[src/rtl/sfng_pkg.sv]
package sfng_pkg;

  localparam logic [63:0] MIX_KIND       = 64'h9e3779b97f4a7c15;
  localparam logic [63:0] MIX_LAYER      = 64'hbf58476d1ce4e5b9;
  localparam logic [63:0] STATE_FALLBACK = 64'h2545f4914f6cdd1d;
  localparam logic [63:0] STAR_MULT      = 64'd2685821657736338717;
  localparam logic [63:0] BASE_SEED_RST  = 64'd1;

  typedef logic [1:0] cmd_t;
  typedef logic [1:0] fmt_t;

  localparam cmd_t CMD_SEED    = 2'd0;
  localparam cmd_t CMD_PAYLOAD = 2'd1;
  localparam cmd_t CMD_SCALE   = 2'd2;
  localparam cmd_t CMD_NOP     = 2'd3;

  localparam fmt_t FMT_NIBBLE = 2'd0;
  localparam fmt_t FMT_F32    = 2'd1;
  localparam fmt_t FMT_BF16   = 2'd2;

  localparam logic [2:0] BYTES_ONE  = 3'd1;
  localparam logic [2:0] BYTES_TWO  = 3'd2;
  localparam logic [2:0] BYTES_FOUR = 3'd4;

  localparam logic [7:0] SCALE_BASE = 8'd120;
  localparam logic [15:0] ZERO_CODE = 16'h8000;

  // Exponent bias for (v - 32768) / 2^k, with the magnitude's MSB at bit p:
  // 127 - k plus p.
  localparam logic [7:0] F32_BIAS  = 8'd109;
  localparam logic [7:0] BF16_BIAS = 8'd107;

  // First register stage, loaded from the inputs: seed mix partial products.
  typedef struct packed {
    cmd_t        cmd;
    fmt_t        fmt;
    logic [63:0] kind_prod;
    logic [63:0] layer_prod_lo;
    logic [31:0] layer_prod_hi;
  } mix_stage_t;

  // Stage registered together with the state update: low 16 bits of the scrambled output.
  typedef struct packed {
    cmd_t        cmd;
    fmt_t        fmt;
    logic [15:0] rnd;
  } rnd_stage_t;

  // IEEE single pattern of (v - 32768) / 2^k, with bias = 127 - k.
  function automatic logic [31:0] scaled_pattern(input logic [15:0] v,
                                                 input logic [7:0] bias);
    logic        sign;
    logic [15:0] mag;
    logic [3:0]  msb;
    logic [15:0] norm;
    logic [7:0]  expo;
    sign = 1'b0;
    mag  = 16'd0;
    msb  = 4'd0;
    if (v[15]) begin
      mag = {1'b0, v[14:0]};
    end else begin
      sign = 1'b1;
      mag  = ZERO_CODE - v;
    end
    for (int i = 0; i < 16; i++) begin
      if (mag[i]) begin
        msb = 4'(i);
      end
    end
    norm = mag << (4'd15 - msb);
    expo = bias + {4'd0, msb};
    if (v == ZERO_CODE) begin
      scaled_pattern = 32'd0;
    end else begin
      scaled_pattern = {sign, expo, norm[14:0], 8'd0};
    end
  endfunction

endpackage

[src/rtl/seeded_format_noise_generator.sv]
// Seeded format noise generator: reproducible test patterns for weight memories.
// Input channel (in_valid / in_stall) takes one command per item: a seed load
// builds the 64-bit generator state from the base seed, the tensor kind and the
// layer index; a payload or scale command steps the xorshift64* generator once
// and yields one element on the output channel (out_valid / out_stall).
// A seed load or the unused command code gives no result.
// The base seed is written on the cfg_valid / cfg_ready port, which is always
// ready; write it only while no item is in flight.
// out_valid rises once an accepted command has passed three registers: the seed
// mix product register, the state register with the scrambled output register,
// and the formatted output register.
// One item is accepted every cycle while in_stall is low; the state register,
// which steps once per item, sets that rate.
// When the receiver stalls, the output holds and the stages behind it keep
// taking items until they are full, then in_stall rises.
// Synchronous reset clears all valid flags, sets the base seed to 1 and the
// generator state to its fallback constant.
module seeded_format_noise_generator
  import sfng_pkg::*;
(
  input  logic        clk,
  input  logic        rst_n,
  input  logic        in_valid,
  output logic        in_stall,
  input  logic [1:0]  in_command,
  input  logic [1:0]  in_element_format,
  input  logic [7:0]  in_tensor_kind,
  input  logic [31:0] in_layer_index,
  output logic        out_valid,
  input  logic        out_stall,
  output logic [31:0] out_element_data,
  output logic [2:0]  out_element_bytes,
  input  logic        cfg_valid,
  output logic        cfg_ready,
  input  logic [63:0] cfg_data
);

  logic [63:0] base_seed_r, base_seed_nxt;
  mix_stage_t  mix_q;
  logic        mix_valid;
  logic        mix_take;
  rnd_stage_t  rnd_q;
  logic        rnd_valid;
  logic        rnd_take;

  assign cfg_ready = 1'b1;

  always_comb begin
    base_seed_nxt = base_seed_r;
    if (cfg_valid && cfg_ready) begin
      base_seed_nxt = cfg_data;
    end
  end

  always_ff @(posedge clk) begin
    if (!rst_n) begin
      base_seed_r <= BASE_SEED_RST;
    end else begin
      base_seed_r <= base_seed_nxt;
    end
  end

  sfng_seed_mix u_seed_mix (
    .clk               (clk),
    .rst_n             (rst_n),
    .in_valid          (in_valid),
    .in_stall          (in_stall),
    .in_command        (in_command),
    .in_element_format (in_element_format),
    .in_tensor_kind    (in_tensor_kind),
    .in_layer_index    (in_layer_index),
    .mix_q             (mix_q),
    .mix_valid         (mix_valid),
    .mix_take          (mix_take)
  );

  sfng_state_step u_state_step (
    .clk       (clk),
    .rst_n     (rst_n),
    .base_seed (base_seed_r),
    .mix_q     (mix_q),
    .mix_valid (mix_valid),
    .mix_take  (mix_take),
    .rnd_q     (rnd_q),
    .rnd_valid (rnd_valid),
    .rnd_take  (rnd_take)
  );

  sfng_format u_format (
    .clk               (clk),
    .rst_n             (rst_n),
    .rnd_q             (rnd_q),
    .rnd_valid         (rnd_valid),
    .rnd_take          (rnd_take),
    .out_valid         (out_valid),
    .out_stall         (out_stall),
    .out_element_data  (out_element_data),
    .out_element_bytes (out_element_bytes)
  );

endmodule

[src/rtl/sfng_seed_mix.sv]
module sfng_seed_mix
  import sfng_pkg::*;
(
  input  logic        clk,
  input  logic        rst_n,
  input  logic        in_valid,
  output logic        in_stall,
  input  logic [1:0]  in_command,
  input  logic [1:0]  in_element_format,
  input  logic [7:0]  in_tensor_kind,
  input  logic [31:0] in_layer_index,
  output mix_stage_t  mix_q,
  output logic        mix_valid,
  input  logic        mix_take
);

  mix_stage_t  mix_r, mix_nxt;
  logic        mix_valid_r, mix_valid_nxt;
  logic        accept;
  logic [8:0]  kind_inc;
  logic [31:0] layer_inc;

  assign in_stall = mix_valid_r && !mix_take;
  assign accept   = in_valid && !in_stall;

  // The 64 x 32 layer product is split into two 32 x 32 halves; only the
  // low word of the upper half survives the 64-bit wrap.
  always_comb begin
    kind_inc  = {1'b0, in_tensor_kind} + 9'd1;
    layer_inc = in_layer_index + 32'd1;
    mix_nxt.cmd           = in_command;
    mix_nxt.fmt           = in_element_format;
    mix_nxt.kind_prod     = 64'(MIX_KIND * {55'd0, kind_inc});
    mix_nxt.layer_prod_lo = {32'd0, MIX_LAYER[31:0]} * {32'd0, layer_inc};
    mix_nxt.layer_prod_hi = 32'(MIX_LAYER[63:32] * layer_inc);
  end

  always_comb begin
    if (accept) begin
      mix_valid_nxt = 1'b1;
    end else if (mix_take) begin
      mix_valid_nxt = 1'b0;
    end else begin
      mix_valid_nxt = mix_valid_r;
    end
  end

  always_ff @(posedge clk) begin
    if (!rst_n) begin
      mix_valid_r <= 1'b0;
    end else begin
      mix_valid_r <= mix_valid_nxt;
    end
  end

  always_ff @(posedge clk) begin
    if (accept) begin
      mix_r <= mix_nxt;
    end
  end

  assign mix_q     = mix_r;
  assign mix_valid = mix_valid_r;

endmodule

[src/rtl/sfng_state_step.sv]
module sfng_state_step
  import sfng_pkg::*;
(
  input  logic        clk,
  input  logic        rst_n,
  input  logic [63:0] base_seed,
  input  mix_stage_t  mix_q,
  input  logic        mix_valid,
  output logic        mix_take,
  output rnd_stage_t  rnd_q,
  output logic        rnd_valid,
  input  logic        rnd_take
);

  logic [63:0] state_r, state_nxt;
  logic        rnd_valid_r, rnd_valid_nxt;
  rnd_stage_t  rnd_r, rnd_nxt;
  logic [63:0] seed_mix;
  logic [63:0] s1, s2, s3;
  logic        has_result;
  logic        rnd_free;

  assign has_result = (mix_q.cmd == CMD_PAYLOAD) || (mix_q.cmd == CMD_SCALE);
  assign rnd_free   = !rnd_valid_r || rnd_take;
  // Items that give no result never wait for the next stage.
  assign mix_take   = mix_valid && (rnd_free || !has_result);

  // The two halves of the layer product are summed, so the carry out of the
  // low half reaches the upper word.
  always_comb begin
    seed_mix = base_seed ^ mix_q.kind_prod
             ^ (mix_q.layer_prod_lo + {mix_q.layer_prod_hi, 32'd0});
    s1 = state_r ^ (state_r >> 12);
    s2 = s1 ^ (s1 << 25);
    s3 = s2 ^ (s2 >> 27);
  end

  always_comb begin
    state_nxt = state_r;
    if (mix_take) begin
      unique case (mix_q.cmd)
        CMD_SEED: begin
          state_nxt = (seed_mix == 64'd0) ? STATE_FALLBACK : seed_mix;
        end
        CMD_PAYLOAD, CMD_SCALE: begin
          state_nxt = s3;
        end
        default: begin
          state_nxt = state_r;
        end
      endcase
    end
  end

  // Only the low 16 bits of the scrambled word are ever used, and those
  // depend only on the low 16 bits of both factors.
  always_comb begin
    rnd_nxt.cmd = mix_q.cmd;
    rnd_nxt.fmt = mix_q.fmt;
    rnd_nxt.rnd = 16'(s3[15:0] * STAR_MULT[15:0]);
  end

  always_comb begin
    if (mix_take && has_result) begin
      rnd_valid_nxt = 1'b1;
    end else if (rnd_take) begin
      rnd_valid_nxt = 1'b0;
    end else begin
      rnd_valid_nxt = rnd_valid_r;
    end
  end

  always_ff @(posedge clk) begin
    if (!rst_n) begin
      state_r     <= STATE_FALLBACK;
      rnd_valid_r <= 1'b0;
    end else begin
      state_r     <= state_nxt;
      rnd_valid_r <= rnd_valid_nxt;
    end
  end

  always_ff @(posedge clk) begin
    if (mix_take && has_result) begin
      rnd_r <= rnd_nxt;
    end
  end

  assign rnd_q     = rnd_r;
  assign rnd_valid = rnd_valid_r;

endmodule

[src/rtl/sfng_format.sv]
module sfng_format
  import sfng_pkg::*;
(
  input  logic        clk,
  input  logic        rst_n,
  input  rnd_stage_t  rnd_q,
  input  logic        rnd_valid,
  output logic        rnd_take,
  output logic        out_valid,
  input  logic        out_stall,
  output logic [31:0] out_element_data,
  output logic [2:0]  out_element_bytes
);

  logic        out_valid_r, out_valid_nxt;
  logic [31:0] data_r, data_nxt;
  logic [2:0]  bytes_r, bytes_nxt;
  logic [31:0] f32_word;
  logic [31:0] bf16_word;
  logic        out_free;

  assign out_free = !out_valid_r || !out_stall;
  assign rnd_take = rnd_valid && out_free;

  always_comb begin
    f32_word  = scaled_pattern(rnd_q.rnd, F32_BIAS);
    bf16_word = scaled_pattern(rnd_q.rnd, BF16_BIAS);
    if (rnd_q.cmd == CMD_SCALE) begin
      data_nxt  = {24'd0, SCALE_BASE + {5'd0, rnd_q.rnd[2:0]}};
      bytes_nxt = BYTES_ONE;
    end else begin
      case (rnd_q.fmt)
        FMT_NIBBLE: begin
          data_nxt  = {24'd0, rnd_q.rnd[7:0]};
          bytes_nxt = BYTES_ONE;
        end
        FMT_F32: begin
          data_nxt  = f32_word;
          bytes_nxt = BYTES_FOUR;
        end
        default: begin
          // The reserved format code also takes the bf16 path.
          data_nxt  = {16'd0, bf16_word[31:16]};
          bytes_nxt = BYTES_TWO;
        end
      endcase
    end
  end

  always_comb begin
    if (rnd_take) begin
      out_valid_nxt = 1'b1;
    end else if (!out_stall) begin
      out_valid_nxt = 1'b0;
    end else begin
      out_valid_nxt = out_valid_r;
    end
  end

  always_ff @(posedge clk) begin
    if (!rst_n) begin
      out_valid_r <= 1'b0;
    end else begin
      out_valid_r <= out_valid_nxt;
    end
  end

  always_ff @(posedge clk) begin
    if (rnd_take) begin
      data_r  <= data_nxt;
      bytes_r <= bytes_nxt;
    end
  end

  assign out_valid         = out_valid_r;
  assign out_element_data  = data_r;
  assign out_element_bytes = bytes_r;

endmodule
[config.mk]
export PLATFORM = sky130hd
export DESIGN_NAME = seeded_format_noise_generator
export DESIGN_NICKNAME = d
export VERILOG_FILES = /design/src/rtl/sfng_pkg.sv /design/src/rtl/seeded_format_noise_generator.sv /design/src/rtl/sfng_seed_mix.sv /design/src/rtl/sfng_state_step.sv /design/src/rtl/sfng_format.sv
export SDC_FILE = /design/constraint.sdc
export NUM_CORES = 2
export LEC_CHECK = 0
export ABC_AREA = 1
export BUFFER_PORTS_ARGS = -buffer_cell sky130_fd_sc_hd__buf_2
export CAP_MARGIN = 0
export CORE_MARGIN = 8
export CORE_UTILIZATION = 35
export DETAILED_ROUTE_END_ITERATION = 7
export PLACE_DENSITY = 0.49
export SYNTH_ARGS = -nofsm -noshare
export SYNTH_HDL_FRONTEND = slang
export SYNTH_SLANG_ARGS = --single-unit
export TNS_END_PERCENT = 20
[constraint.sdc]
create_clock -name clk -period 13.5 [get_ports clk]
set_input_delay 3.375 -clock clk [delete_from_list [all_inputs] [get_ports clk]]
set_output_delay 3.375 -clock clk [all_outputs]
set_load 0.005 [all_outputs]
==> results list <==
- A synthesized cell averages 8.99 um2.
- For this configuration, the core starts out at a cell density of 0.351.
- The detailed router finished its first iteration with 2,937 violations.
* Wire length of the first global-routing pass: 271,000 um
* Netlist area before placement: 54,500 um2
- Buffers inserted by post-CTS timing repair: 0
- In this design, the largest share of critical-path delay is due to adder cells.
- Maximum capacitance violations: 0
- Number of distinct library cells after synthesis: 61
* I/O Buffers: 148
- CP Data Arrival Time: 12.57 ns
- From left edge to right edge, the die measures 411 um.
- Portion of the clock cycle consumed by the worst path in the final layout: 0.907
- After detailed routing, the average wire length per cell comes to 21.8 um.
* Total I/O pin count: 151
* Largest net degree at the start of global routing: 153
- After layout, the minimum clock period comes to 12.25 ns.
- At the end of the flow, the number of nets in the layout was 7,918.
- Clock-pin slew was measured on the worst setup and hold paths at 0.06 ns.
- Placeable core area: 155,000 um2
- Of the post-synthesis cell area, the dominant cell type holds 0.287.
- Core Rows: 145
- Most used cell, CP: sky130_fd_sc_hd__fa_1
* CTS tree: built
* Crit path buf inv count: 8
- Max transition margin: 0.225
- For this design, the sink count on the clock tree is 343.
- The number of nets handed over by synthesis was 7,722.
- Via density per instance: 4.84
- The detail route stage leaves a number of antenna-violating nets equal to 0.
- Buffers inserted to repair hold after CTS numbered 0.
- Setup repair after global routing left no endpoint under its margin.
- Overflow after GRT: 0
- For the worst setup path, the data required time is 13.83 ns.
- Counting every instance in the synthesized netlist gives 6,062.
- Bufs on Longest Clock Path: 3
- Root buffer selected by CTS: sky130_fd_sc_hd__clkbuf_16
- Path type of the worst min-delay path: reg -> reg
* Overall fraction of global-route tracks in use: 0.214
- Before antenna repair, the detailed router went through 5 iterations.
- Via count: 40,500
- For this run, the number of Yosys warnings is 0.
* Peak clock frequency supported by timing: 81.7 MHz
- The worst setup path is of the in -> reg kind.
- Number of storage elements in the synthesis netlist: 343
* Largest area contributor in the netlist: sky130_fd_sc_hd__fa_1
- Setup slack after placement: 0.779 ns
- Area enclosed by the die boundary: 169,000 um2
- Startpoint kind of the worst setup timing path: input pin
- The HPWL after detailed placement is 159,000 um.
- By count the netlist is led by sky130_fd_sc_hd__inv_1, sky130_fd_sc_hd__fa_1, sky130_fd_sc_hd__ha_1.
- The final number of hold-violating endpoints was 0.
* Crit path max-delay cell type: sky130_fd_sc_hd__xnor2_1
* Hold Worst Slack: 0.455 ns
* Setup violation total in the final timing report: 0
- Antenna violations before repair: 3
- Post_cts resized: 0
- The worst setup path is captured at a register.
- For the final database, setup skew stands at 0.0249 ns.
- Number of H-tree levels: 2
- The most used flip-flop cell after synthesis is sky130_fd_sc_hd__edfxtp_1.
* Final WS setup: 1.25 ns
* Clk Latency, worst-skew pair: 0.61 ns
- Share of post-route cells with drive strength above 1: 0.0597
- Layout area overhead: 9.29%
- Counting flops with a built-in enable in the synthesized netlist gives 212.
* Delay contributed by the slowest stage of the critical path: 0.69 ns
* Pins over their slew limit: 0
* Top post-synthesis cells by area: sky130_fd_sc_hd__fa_1, sky130_fd_sc_hd__ha_1, sky130_fd_sc_hd__edfxtp_1
- The flow ran to the end, and the final reports show no timing, DRC or antenna violations.
* Setup TNS: 0 ns
* Wire length after detailed routing: 182,000 um
- Of all nets on the critical path, the largest fanout is 6.
- For this run, asynchronously set or reset flops after synthesis account for 0.
- Last weighted congestion value of the routability-driven placer: 0.954
* Sequential cell area fraction in the yosys report: 0.165
- The number of clock buffers added by TritonCTS is 45.
* Via count of the first global-routing pass: 42,300
- DR DRC count: 0
- The floorplan step set the die height to 411 um.
* Worst Max-Slew Pin Slew: 1.16 ns
- Among all cell types in the netlist, the one instantiated most often is sky130_fd_sc_hd__inv_1.
- The layout has 16,000 filler cells.
[kinds of logic (layout without fill, tap and decap cells)]
group,Yosys count,in the layout,share of synthesized area
buffers and inverters,1610,1842,0.113
adder cells (fa/ha/maj),1547,1547,0.463
AND/OR/NAND/NOR,1343,1343,0.104
AO/OA/AOI/OAI,688,688,0.0706
XOR/XNOR,529,529,0.0853
flip-flops,343,343,0.165
other,2,7,0.000138
[worst reg2reg max path, stage by stage, from the launching register on]
cell	delay (ns)
sky130_fd_sc_hd__dfxtp_1	0.41
sky130_fd_sc_hd__xnor2_1	0.14
sky130_fd_sc_hd__xnor2_1	0.41
sky130_fd_sc_hd__xor2_1	0.70
sky130_fd_sc_hd__ha_1	0.39
sky130_fd_sc_hd__fa_1	0.49
sky130_fd_sc_hd__ha_1	0.29
sky130_fd_sc_hd__ha_1	0.30
sky130_fd_sc_hd__ha_1	0.28
sky130_fd_sc_hd__inv_1	0.05
sky130_fd_sc_hd__fa_1	0.47
sky130_fd_sc_hd__inv_1	0.04
sky130_fd_sc_hd__ha_1	0.32
sky130_fd_sc_hd__a21oi_1	0.14
sky130_fd_sc_hd__inv_1	0.05
sky130_fd_sc_hd__a31oi_1	0.25
sky130_fd_sc_hd__o21ai_0	0.19
sky130_fd_sc_hd__a21oi_1	0.17
sky130_fd_sc_hd__inv_1	0.05
sky130_fd_sc_hd__a21oi_1	0.19
sky130_fd_sc_hd__o21ai_0	0.12
sky130_fd_sc_hd__a21oi_1	0.17
sky130_fd_sc_hd__xnor2_1	0.16
sky130_fd_sc_hd__xnor2_1	0.11
[final cells by class]
type,instances,area [um2],area share
well taps,2058,2570,0.0432
clock buffers,52,1160,0.0195
inverters,1538,5770,0.0969
multi-input cells,4109,39400,0.662
clock inverters,31,355,0.00596
repair buffers,221,1300,0.0218
flip-flops and latches,343,8990,0.151
diodes,5,12.5,0.000210
[worst paths after layout]
kind,start,endpoint,slack (ns),cells past startpoint
setup / recovery,in_layer_index[1],u_seed_mix.mix_q[89],1.25,42
setup reg to reg,u_state_step.state_r[20],u_state_step.rnd_q[15],7.33,23
hold / removal,u_seed_mix.mix_q[161],u_state_step.rnd_q[17],0.45,0
hold reg to reg,u_seed_mix.mix_q[161],u_state_step.rnd_q[17],0.45,0
[cells in the final DEF, fill, tap and decap left out, drive strengths merged, types with 4 or more instances in the layout]
| master | netlist | layout |
|---|---|---|
| xor2 | 230 | 230 |
| diode | 0 | 5 |
| nand2 | 653 | 653 |
| nor4 | 20 | 20 |
| o21ai | 231 | 231 |
| clkbuf | 50 | 52 |
| nand4 | 25 | 25 |
| a211oi | 8 | 8 |
| edfxtp | 212 | 212 |
| a31oi | 42 | 42 |
| nand3b | 8 | 8 |
| xnor2 | 299 | 299 |
| ha | 766 | 766 |
| nor2 | 432 | 432 |
| a21boi | 9 | 9 |
| o31ai | 4 | 4 |
| bufinv | 0 | 5 |
| o211ai | 34 | 34 |
| buf | 22 | 221 |
| a21oi | 290 | 290 |
| dfxtp | 131 | 131 |
| inv | 1538 | 1543 |
| nand3 | 144 | 144 |
| o21bai | 10 | 10 |
| a21o | 15 | 15 |
| o21a | 20 | 20 |
| or2 | 26 | 26 |
| o221ai | 9 | 9 |
| clkinv | 0 | 18 |
| nor3 | 29 | 29 |
| fa | 781 | 781 |
[metal layers]
layer / part of all wire / routed length [um] / GRT usage
met1: 0.46 / 83400 / 0.301
met2: 0.45 / 82200 / 0.343
met3: 0.059 / 10700 / 0.0368
met4: 0.032 / 5780 / 0.0564
met5: 0 / 0 / 0
[state kept, by name, summed over array words and instances (netlist names)]
signal	flops
base_seed_r	64
u_format.out_element_bytes	3
u_state_step.state_r	64
u_state_step.rnd_q	20
u_state_step.rnd_valid	1
u_format.out_valid	1
u_format.out_element_data	30
u_seed_mix.mix_q	159
u_seed_mix.mix_valid	1
[through the flow]
| stage | instances | utilization | instance area (um2) |
|---|---|---|---|
| 2_1_floorplan | 6062 | - | 54500 |
| 3_3_place_gp | 8269 | 0.373 | 58100 |
| 3_5_place_dp | 8269 | 0.373 | 58100 |
| 4_1_cts | 8352 | 0.383 | 59600 |
| 5_1_grt | 8352 | 0.383 | 59600 |
| 6_report | 8357 | 0.383 | 59600 |
Power is left out: the tool's default activity adds up to more than one toggle a clock period on the data nets, which glitch-free logic cannot reach.
